[src/design/kxr_pkg.sv]
// Shared constants, types and the base decoder for the k-mer extractor.
package kxr_pkg;

    localparam int MAX_K  = 31;
    localparam int KW     = $clog2(MAX_K + 1);
    localparam int CODE_W = 2 * MAX_K;
    localparam int SEQ_W  = 32;
    localparam int POS_W  = 32;

    typedef enum logic [0:0] {
        REG_KMER_LEN     = 1'b0,
        REG_EMIT_REVCOMP = 1'b1
    } kxr_reg_t;

    typedef struct packed {
        logic              valid;
        logic [1:0]        code;
    } kxr_base_t;

    // One finished k-mer pair, as handed to the output stage
    typedef struct packed {
        logic [CODE_W-1:0] fwd;
        logic [CODE_W-1:0] rc;
        logic [SEQ_W-1:0]  seq;
        logic [POS_W-1:0]  pos;
        logic              has_rc;
    } kxr_item_t;

    function automatic kxr_base_t kxr_decode(input logic [7:0] c);
        kxr_base_t b;
        b.valid = 1'b1;
        b.code  = 2'd0;
        case (c) inside
            8'h41, 8'h61:               b.code = 2'd0;  // A a
            8'h43, 8'h63:               b.code = 2'd1;  // C c
            8'h47, 8'h67:               b.code = 2'd2;  // G g
            8'h54, 8'h74, 8'h55, 8'h75: b.code = 2'd3;  // T t U u
            default:                    b.valid = 1'b0;
        endcase
        return b;
    endfunction

endpackage

[src/design/kxr_cell.sv]
// One window cell: holds one 2-bit base and passes it to the next cell on a shift.
module kxr_cell
    import kxr_pkg::*;
(
    input  logic       clk,
    input  logic       rst_n,
    input  logic       shift,
    input  logic [1:0] base_in,
    output logic [1:0] base_next,
    output logic [1:0] base_q
);

    logic [1:0] base_reg;

    assign base_next = shift ? base_in : base_reg;
    assign base_q    = base_reg;

    always_ff @(posedge clk or negedge rst_n)
    begin
        if (!rst_n)
        begin
            base_reg <= 2'd0;
        end
        else
        begin
            base_reg <= base_next;
        end
    end

endmodule

[src/design/kxr_out.sv]
// Output stage: holds one k-mer pair and delivers one or two result transfers.
module kxr_out
    import kxr_pkg::*;
(
    input  logic                    clk,
    input  logic                    rst_n,
    input  logic                    load,
    input  kxr_item_t               item,
    output logic                    free,
    output logic                    out_valid,
    input  logic                    out_ready,
    output logic [CODE_W-1:0]       out_code,
    output logic [SEQ_W-1:0]        out_seq,
    output logic [POS_W-1:0]        out_pos,
    output logic                    out_rc,
    output logic                    out_last
);

    kxr_item_t item_reg;
    logic      valid_reg, valid_next;
    logic      phase_reg, phase_next;
    logic      pop;

    assign out_valid = valid_reg;
    assign out_code  = phase_reg ? item_reg.rc : item_reg.fwd;
    assign out_seq   = item_reg.seq;
    assign out_pos   = item_reg.pos;
    assign out_rc    = phase_reg;
    assign out_last  = phase_reg | ~item_reg.has_rc;

    assign pop  = valid_reg & out_ready;
    // slot frees when empty or when its final transfer goes out now
    assign free = ~valid_reg | (pop & out_last);

    always_comb
    begin
        valid_next = valid_reg;
        phase_next = phase_reg;
        if (pop)
        begin
            if (out_last)
            begin
                valid_next = 1'b0;
                phase_next = 1'b0;
            end
            else
            begin
                phase_next = 1'b1;
            end
        end
        if (load)
        begin
            valid_next = 1'b1;
            phase_next = 1'b0;
        end
    end

    always_ff @(posedge clk or negedge rst_n)
    begin
        if (!rst_n)
        begin
            valid_reg <= 1'b0;
            phase_reg <= 1'b0;
        end
        else
        begin
            valid_reg <= valid_next;
            phase_reg <= phase_next;
        end
    end

    always_ff @(posedge clk)
    begin
        if (load)
        begin
            item_reg <= item;
        end
    end

    a_phase_needs_slot: assert property (@(posedge clk) disable iff (!rst_n)
        phase_reg |-> (valid_reg && item_reg.has_rc))
        else $error("second result pending without a held pair");

    a_rc_follows_fwd: assert property (@(posedge clk) disable iff (!rst_n)
        (pop && !out_last) |=> (valid_reg && phase_reg))
        else $error("reverse-complement result lost after forward transfer");

    a_no_palindrome: assert property (@(posedge clk) disable iff (!rst_n)
        (valid_reg && phase_reg) |-> (item_reg.rc != item_reg.fwd))
        else $error("palindromic k-mer emitted twice");

    a_load_only_free: assert property (@(posedge clk) disable iff (!rst_n)
        load |-> free)
        else $error("held pair overwritten before delivery");

endmodule

[src/design/kmer_extract_revcomp.sv]
// Top level of the rolling two-bit k-mer extractor with reverse complement.
// One base enters per clock as a transfer on s_* while the output slot is free; a row
// of 31 two-bit cells holds the newest bases and shifts on every valid base. The
// forward k-mer and its reverse complement are selected from the cells in the same
// cycle and land in a one-pair output slot, which takes the next base while its final
// result transfer goes out. A base that makes one result sustains one base per cycle;
// a base that makes both results holds the input while the forward one goes out, as
// the output port moves one result per cycle. There is no clearing pass after reset.
module kmer_extract_revcomp
    import kxr_pkg::*;
(
    input  logic              clk,
    input  logic              rst_n,
    input  logic              cfg_we,
    input  logic [0:0]        cfg_index,
    input  logic [KW-1:0]     cfg_data,
    input  logic              s_tvalid,
    output logic              s_tready,
    input  logic [39:0]       s_tdata,   // base_char[7:0], seq_number[39:8]
    input  logic              s_tuser,   // seq_first
    output logic              m_tvalid,
    input  logic              m_tready,
    output logic [127:0]      m_tdata,   // kmer_code[61:0], kmer_seq[93:62],
                                         // kmer_pos[125:94], zero[127:126]
    output logic              m_tuser,   // is_revcomp
    output logic              m_tlast
);

    logic [KW-1:0]    kmer_len_reg;
    logic             emit_rc_reg;
    logic [KW-1:0]    run_reg, run_next;
    logic [POS_W-1:0] index_reg, index_next;

    logic [7:0]       base_char;
    logic [SEQ_W-1:0] seq_number;
    logic             accept;
    kxr_base_t        base;
    logic [KW-1:0]    k_eff;
    logic [KW-1:0]    run_start;
    logic [POS_W-1:0] pos;
    logic             emit;
    logic             shift;

    logic [1:0]        cell_next [MAX_K];
    logic [1:0]        cell_q    [MAX_K];
    logic [CODE_W-1:0] fwd_code, rc_code;
    kxr_item_t         item;
    logic              slot_free;
    logic [CODE_W-1:0] out_code;
    logic [SEQ_W-1:0]  out_seq;
    logic [POS_W-1:0]  out_pos;

    assign base_char  = s_tdata[7:0];
    assign seq_number = s_tdata[39:8];
    assign s_tready   = slot_free;
    assign accept     = s_tvalid & s_tready;

    // configuration registers
    always_ff @(posedge clk or negedge rst_n)
    begin
        if (!rst_n)
        begin
            kmer_len_reg <= KW'(15);
            emit_rc_reg  <= 1'b1;
        end
        else if (cfg_we)
        begin
            case (cfg_index)
                REG_KMER_LEN:     kmer_len_reg <= cfg_data;
                REG_EMIT_REVCOMP: emit_rc_reg  <= cfg_data[0];
                default:          ;
            endcase
        end
    end

    assign k_eff = (kmer_len_reg == '0) ? KW'(1) : kmer_len_reg;
    assign base  = kxr_decode(base_char);
    assign shift = accept & base.valid;

    // run count and position, restarted on the first base of a sequence
    always_comb
    begin
        run_start  = s_tuser ? '0 : run_reg;
        pos        = s_tuser ? '0 : index_reg;
        run_next   = run_reg;
        index_next = index_reg;
        if (accept)
        begin
            index_next = (pos == '1) ? pos : pos + POS_W'(1);
            if (!base.valid)
            begin
                run_next = '0;
            end
            else if (run_start < KW'(MAX_K))
            begin
                run_next = run_start + KW'(1);
            end
            else
            begin
                run_next = run_start;
            end
        end
    end

    always_ff @(posedge clk or negedge rst_n)
    begin
        if (!rst_n)
        begin
            run_reg   <= '0;
            index_reg <= '0;
        end
        else
        begin
            run_reg   <= run_next;
            index_reg <= index_next;
        end
    end

    // base window: cell 0 holds the newest base
    for (genvar i = 0; i < MAX_K; i++)
    begin : g_cell
        kxr_cell u_cell (
            .clk       (clk),
            .rst_n     (rst_n),
            .shift     (shift),
            .base_in   ((i == 0) ? base.code : cell_q[(i == 0) ? 0 : i - 1]),
            .base_next (cell_next[i]),
            .base_q    (cell_q[i])
        );
    end

    // select the k newest bases; the complement reads the cells in reverse order
    always_comb
    begin
        fwd_code = '0;
        rc_code  = '0;
        for (int j = 0; j < MAX_K; j++)
        begin
            if (KW'(j) < k_eff)
            begin
                fwd_code[2*j +: 2] = cell_next[j];
                rc_code[2*j +: 2]  = ~cell_next[k_eff - KW'(j) - KW'(1)];
            end
        end
    end

    assign emit = shift & (run_next >= k_eff);

    assign item.fwd    = fwd_code;
    assign item.rc     = rc_code;
    assign item.seq    = seq_number;
    assign item.pos    = pos - POS_W'(k_eff - KW'(1));
    assign item.has_rc = emit_rc_reg & (rc_code != fwd_code);

    kxr_out u_out (
        .clk       (clk),
        .rst_n     (rst_n),
        .load      (emit),
        .item      (item),
        .free      (slot_free),
        .out_valid (m_tvalid),
        .out_ready (m_tready),
        .out_code  (out_code),
        .out_seq   (out_seq),
        .out_pos   (out_pos),
        .out_rc    (m_tuser),
        .out_last  (m_tlast)
    );

    assign m_tdata = {2'b00, out_pos, out_seq, out_code};

endmodule

[config.mk]
export PLATFORM = sky130hd
export DESIGN_NAME = kmer_extract_revcomp
export DESIGN_NICKNAME = d
export VERILOG_FILES = /design/src/design/kxr_pkg.sv /design/src/design/kxr_cell.sv /design/src/design/kxr_out.sv /design/src/design/kmer_extract_revcomp.sv
export SDC_FILE = /design/constraint.sdc
export NUM_CORES = 1
export LEC_CHECK = 0
export ABC_AREA = 1
export BUFFER_PORTS_ARGS = -buffer_cell sky130_fd_sc_hd__buf_2
export CAP_MARGIN = 20
export CORE_UTILIZATION = 40
export CTS_CLUSTER_DIAMETER = 50
export CTS_CLUSTER_SIZE = 40
export DETAILED_ROUTE_END_ITERATION = 12
export GPL_TIMING_DRIVEN = 0
export HOLD_SLACK_MARGIN = 0.08
export MAX_ROUTING_LAYER = met4
export SYNTH_ARGS = -nofsm -noshare
export SYNTH_HDL_FRONTEND = slang
export SYNTH_SLANG_ARGS = --single-unit
[constraint.sdc]
create_clock -name clk -period 14.6 [get_ports clk]
set_clock_uncertainty 0.1 [all_clocks]
set_input_delay 1.46 -clock clk [delete_from_list [all_inputs] [get_ports clk]]
set_output_delay 1.46 -clock clk [all_outputs]
set_load 0.02 [all_outputs]
---- Yosys cells after proc, flatten, opt, wreduce, memory -nomap -nowiden ----
Cells that the tools add are included.
word-level totals
  register bits after elaboration ......... 296
  input bits .............................. 52
  output and inout bits ................... 132
  word-level logic and storage cells ...... 473
operators by class
  add/subtract/negate cells ............... 64
  magnitude comparators ................... 64
  equality and inequality tests ........... 12
  mux-type cells .......................... 208
  bitwise operators ....................... 73
  reductions and logical operators ........ 10
operators by type and width
  kind                                                                         number
  2-bit 2-to-1 mux                                                             159
  2-bit binary-select mux with 5-bit select                                    31
  6-bit >= comparator, second input constant                                   31
  5-bit NOT with 6-bit output                                                  31
  5-bit by 1-bit subtractor with 5-bit output, second input constant           31
  8-bit by 7-bit == test with 1-bit output, second input constant              10
  5-bit less-than comparator, first input constant                             15
  5-bit subtractor, second input constant                                      15
  32-bit 2-to-1 mux                                                            2
  62-bit 2-to-1 mux                                                            1
  62-bit inequality test                                                       1
  2-bit NOT                                                                    31
  4-bit by 5-bit less-than comparator with 1-bit output, first input constant  8
  5-bit by 4-bit subtractor with 5-bit output, second input constant           8
  32-bit by 1-bit adder with 32-bit output, second input constant              1
  32-bit == test, second input constant                                        1
  32-bit subtractor                                                            1
  5-bit 2-to-1 mux                                                             5
  3-bit by 5-bit less-than comparator with 1-bit output, first input constant  4
  5-bit by 3-bit subtractor with 5-bit output, second input constant           4
  1-bit by 5-bit less-than comparator with 1-bit output, first input constant  2
  2-bit by 5-bit less-than comparator with 1-bit output, first input constant  2
  1-bit 2-to-1 mux                                                             10
  5-bit by 2-bit subtractor with 5-bit output, second input constant           2
  other kinds (12)                                                             25

---- Depth between registers and ports, before layout ----
  depth in word-level cells ............... 15
  depth in mapped cells ................... 28
  mapped depth without buffers ............ 26

---- Cells and area by module ----
Synthesis repeated with hierarchy kept, for this count alone.
second synthesis, totals
  cell total of the unflattened synthesis .. 2,897
  area total of the unflattened synthesis .. 20,838.7 µm²
by module, submodules not included
  module                times used  cells an instance  area an instance (µm²)  seq. area each (µm²)
  kmer_extract_revcomp  1           2,152              11,353.4                1,082.3
  kxr_out               1           466                7,119.3                 5,725.5
  kxr_cell              31          9                  76.3                    50.0

---- Worst setup path before layout ----
OpenSTA, ideal clock, no wires.
  path type ............................... input port to flip-flop
  from .................................... input port s_tuser
  to ...................................... register u_out.item_reg[0] (netlist name) (enable)
  arrival time ............................ 6,916 ps
  required time ........................... 13,958 ps
  slack ................................... 7,042 ps
  stages on the path ...................... 14
  buffers on the path ..................... 2
  cells stage by stage .................... buf_2 > buf_1 > nor2_1 > ha_1 > a21oi_1 > o22ai_1 > ha_1 > o21a_1 > o21a_1 > o21a_1 > o21ai_0 > nand2_1 > nand2_1 > inv_1
between the ends
  longest elaborated chain between the ends .. 7
RTL lines
  what                                                                                  RTL line                                                text
  from (decl)                                                                           kmer_extract_revcomp.sv:20                              input logic s_tuser,
  5-bit 2-to-1 mux *                                                                    kmer_extract_revcomp.sv:83                              run_start = s_tuser ? '0 : run_reg;
  5-bit by 1-bit adder with 5-bit output or 5-bit less-than comparator (tied branches)  kmer_extract_revcomp.sv:96, kmer_extract_revcomp.sv:94
  5-bit 2-to-1 mux *                                                                    kmer_extract_revcomp.sv:94                              else if (run_start < KW'(MAX_K))
  5-bit 2-to-1 mux *                                                                    kmer_extract_revcomp.sv:90                              if (!base.valid)
  5-bit 2-to-1 mux *                                                                    kmer_extract_revcomp.sv:87                              if (accept)
  via run_next[1]                                                                       kmer_extract_revcomp.sv:31                              logic [KW-1:0] run_reg, run_next;
  5-bit >= comparator *                                                                 kmer_extract_revcomp.sv:147                             assign emit = shift & (run_next >= k_eff);
  1-bit AND *                                                                           kmer_extract_revcomp.sv:147
  via emit                                                                              kmer_extract_revcomp.sv:41                              logic emit;
  to (signal assigned)                                                                  kxr_out.sv:76                                           item_reg <= item;
  to (decl)                                                                             kxr_out.sv:19                                           kxr_item_t item_reg;
The timed path passes the listed nets; every way through them passes the cells marked *.
A chain may end at the register's enable or synchronous reset.

==> flow_summary.ini <==
[run_status]
status = completed

[setup_path]
cp_max_fo = 11
r2r_start = kmer_len_reg[3]$_DFFE_PN1P_
worst-path-buf-inv = 8
crit_path_end_kind = flip-flop
crit_required_ns = 14.85
critPathKind = reg -> reg
startpoint = kmer_len_reg[3]$_DFFE_PN1P_
arrival_ns = 8.73
critPathLaunchType = flip-flop
cp_slowest_cell = xor2_1
crit_path_max_incr_delay_ns = 0.79
cp_top_family = compound AO/OA/AOI/OAI gates

[clock_network]
cts.sinks = 296
post_cts_buffers = 0
ctsHoldBuffers = 0
path_clk_slew_ns = 0.09
insertion_delay_ns = 0.60
htreeDepth = 2
cts.root.buffer_cell = clkbuf_16
cts_resized = 0
cts_tree = done
cts_made_buffers = 39
ctsLongestPathBuffers = 3

[route]
drt_iter0_markers = 3186
drt-total-wl_mm = 105.8
vias = 22090
drcViolationCount = 0
routed_via_density = 5.824
ant_nets = 0
drtPass1Iterations = 7
wl_per_cell_um = 27.90

[layout]
antenna_cells = 0
fin_nets = 3191
largest_register_ffs = 125
post-route-util_pct = 47.39
drive_gt1_share_pct = 12.75
areaGrowthSynthToFinish_pct = 15.87

[global_route]
grt_usage_pct = 40.92
grt_first_pass_wirelength_mm = 147.0
grt_max_degree = 116
first_global_vias = 20180
antenna_found_initial = 0
grt_overflow_total = 0

[pwr]
internal_power_mw = 1.838
switchingPower_mw = 1.571
ir_worst_vdd_uv = 109.3
comb_power_share_pct = 41.4
fin_total_pwr_mw = 3.410
netSwitchingFraction_pct = 46.08
p_per_area_nw_per_um2 = 142.3
p_leak_nw = 11.80
clock_power_share_pct = 31.0
seq_power_share_pct = 27.5

[sta]
final_max_slew_viol_count = 0
tns_ns = 0
hold_slack_ns = 0.4338
finalSetupViolCount = 0
setup_ws_ns = 6.126
min_period_over_period_pct = 58.04
worst_pin_slew_ns = 1.201
fmax_mhz = 118.0
min_period_ns = 8.474
finalHoldViolations = 0
slew_headroom_pct = 19.91
grt_setup_unrepaired = false

[floorplan]
die_w_um = 229.4
core_area_um2 = 50580
rows = 82
die_h_um = 229.4
initial_utilization_pct = 40.89
dieArea_um2 = 52620
ios = 184

[yosys]
synth_warnings = 0
synth.cell_area_um2 = 20680
yosysUniqueCellTypes = 51
syn_inst = 2863
synth-seq-area-share_pct = 40.41
synth_seq_cells = 296
syn_area_per_cell_um2 = 7.225

[run]
drv_cap = 0

[placement]
portBuffers = 180
gp_congestion = 1.109
hpwlAfterDp_mm = 86.27
pre_cts_slack_ns = 6.566

[min_path]
hp-class = reg -> reg
min-delay-start = emit_rc_reg$_DFFE_PN1P_
power groups by stage:
stage | combinational (mW) | sequential, mW | clock, mW
after floorplan | 0.775 | 0.955 | 0
after global placement | 1.34 | 0.956 | 0
after detailed placement | 1.35 | 0.956 | 0
after CTS | 1.35 | 0.939 | 1.06
after global routing | 1.48 | 0.940 | 1.09
final | 1.41 | 0.939 | 1.06
worst min-delay path, cell delays in order (launching register included):
cell	delay (ns)
dfstp_2	0.37
a21oi_1	0.11
a31oi_1	0.05
cells in the final DEF (no fill, tap or decap), types with 47 or more instances in the layout:
cell / count
buf_4: 79
dfrtp_1: 102
nand2_1: 701
nand3_1: 779
ha_1: 48
nor2_1: 196
clkbuf_1: 47
a21oi_1: 55
edfxtp_1: 189
buf_2: 200
xor2_1: 48
inv_1: 362
kinds of logic (layout without fill, tap and decap cells):
kind of cell	count (synthesis)	after routing	synth area share, %
AOI/OAI and AO/OA	147	147	4.101
buffers and inverters	538	795	11.43
other	1	2	0.01813
and+or+nand+nor	1756	1756	37.79
DFF	296	296	40.41
xor gates and xnor gates	76	76	3.254
adders and majority gates	49	49	3.000
synth_stat cells, drive strengths merged:
library cell | number | area, µm²
nand3 | 789 | 3999
nand2 | 707 | 2674
inv | 374 | 1406
nor2 | 198 | 753.2
edfxtp | 189 | 5675
buf | 116 | 777.0
dfrtp | 102 | 2552
a21oi | 56 | 291.5
o21ai | 55 | 294.0
xor2 | 49 | 436.7
ha | 48 | 600.6
clkbuf | 44 | 165.2
nand4 | 40 | 250.2
xnor2 | 27 | 236.5
nor3 | 13 | 65.06
a21boi | 9 | 67.57
o21a | 7 | 52.55
dfstp | 5 | 131.4
nor4 | 5 | 46.29
o22ai | 5 | 31.28
a31oi | 4 | 25.02
clkinv | 4 | 15.01
a21o | 3 | 22.52
a221oi | 2 | 17.52
and2 | 2 | 15.02
o21bai | 2 | 15.01
o31ai | 2 | 15.01
a211oi | 1 | 7.510
a32oi | 1 | 8.760
and3 | 1 | 6.260
conb | 1 | 3.750
fa | 1 | 20.02
nor3b | 1 | 7.510
area by class of cell:
type	instances	area, µm²
fill	5169	26610
multi-input combinational	2030	9966
sequential	296	8359
inverter	378	1429
clock buffer	43	1012
timing repair buffer	185	1012
buffer	160	942.2
tap	672	840.8
clock inverter	29	406.6
stage by stage:
stage	cells	instance area, µm²
after global placement	3716	22430
after detailed placement	3720	22520
after floorplan	2864	20690
final	3793	23970
after CTS	3792	23940
after global routing	3793	23970
path summary, 6_finish.rpt:
check	end	slack [ns]	depth (start not counted)
hold reg to reg	emit_rc_reg$_DFFE_PN1P_	0.43	2
max in group asynchronous	g_cell[27].u_cell.base_q[0]$_DFF_PN0_	12.93	2
setup / recovery	u_out.out_pos[25]$_DFFE_PP_	6.13	26
min in group asynchronous	index_reg[5]$_DFFE_PN0N_	0.65	1
setup reg to reg	u_out.out_pos[25]$_DFFE_PP_	6.13	26
hold / removal	emit_rc_reg$_DFFE_PN1P_	0.43	2
metal layers:
metal,part of all wire [%],up-vias,global-route usage (%)
met3,12,234,10.48
met2,40,1367,56.14
li1,-,9928,-
met1,42,10560,55.57
met5,0,-,-
met4,5.9,0,19.79
(Power assumes the default switching activity.)
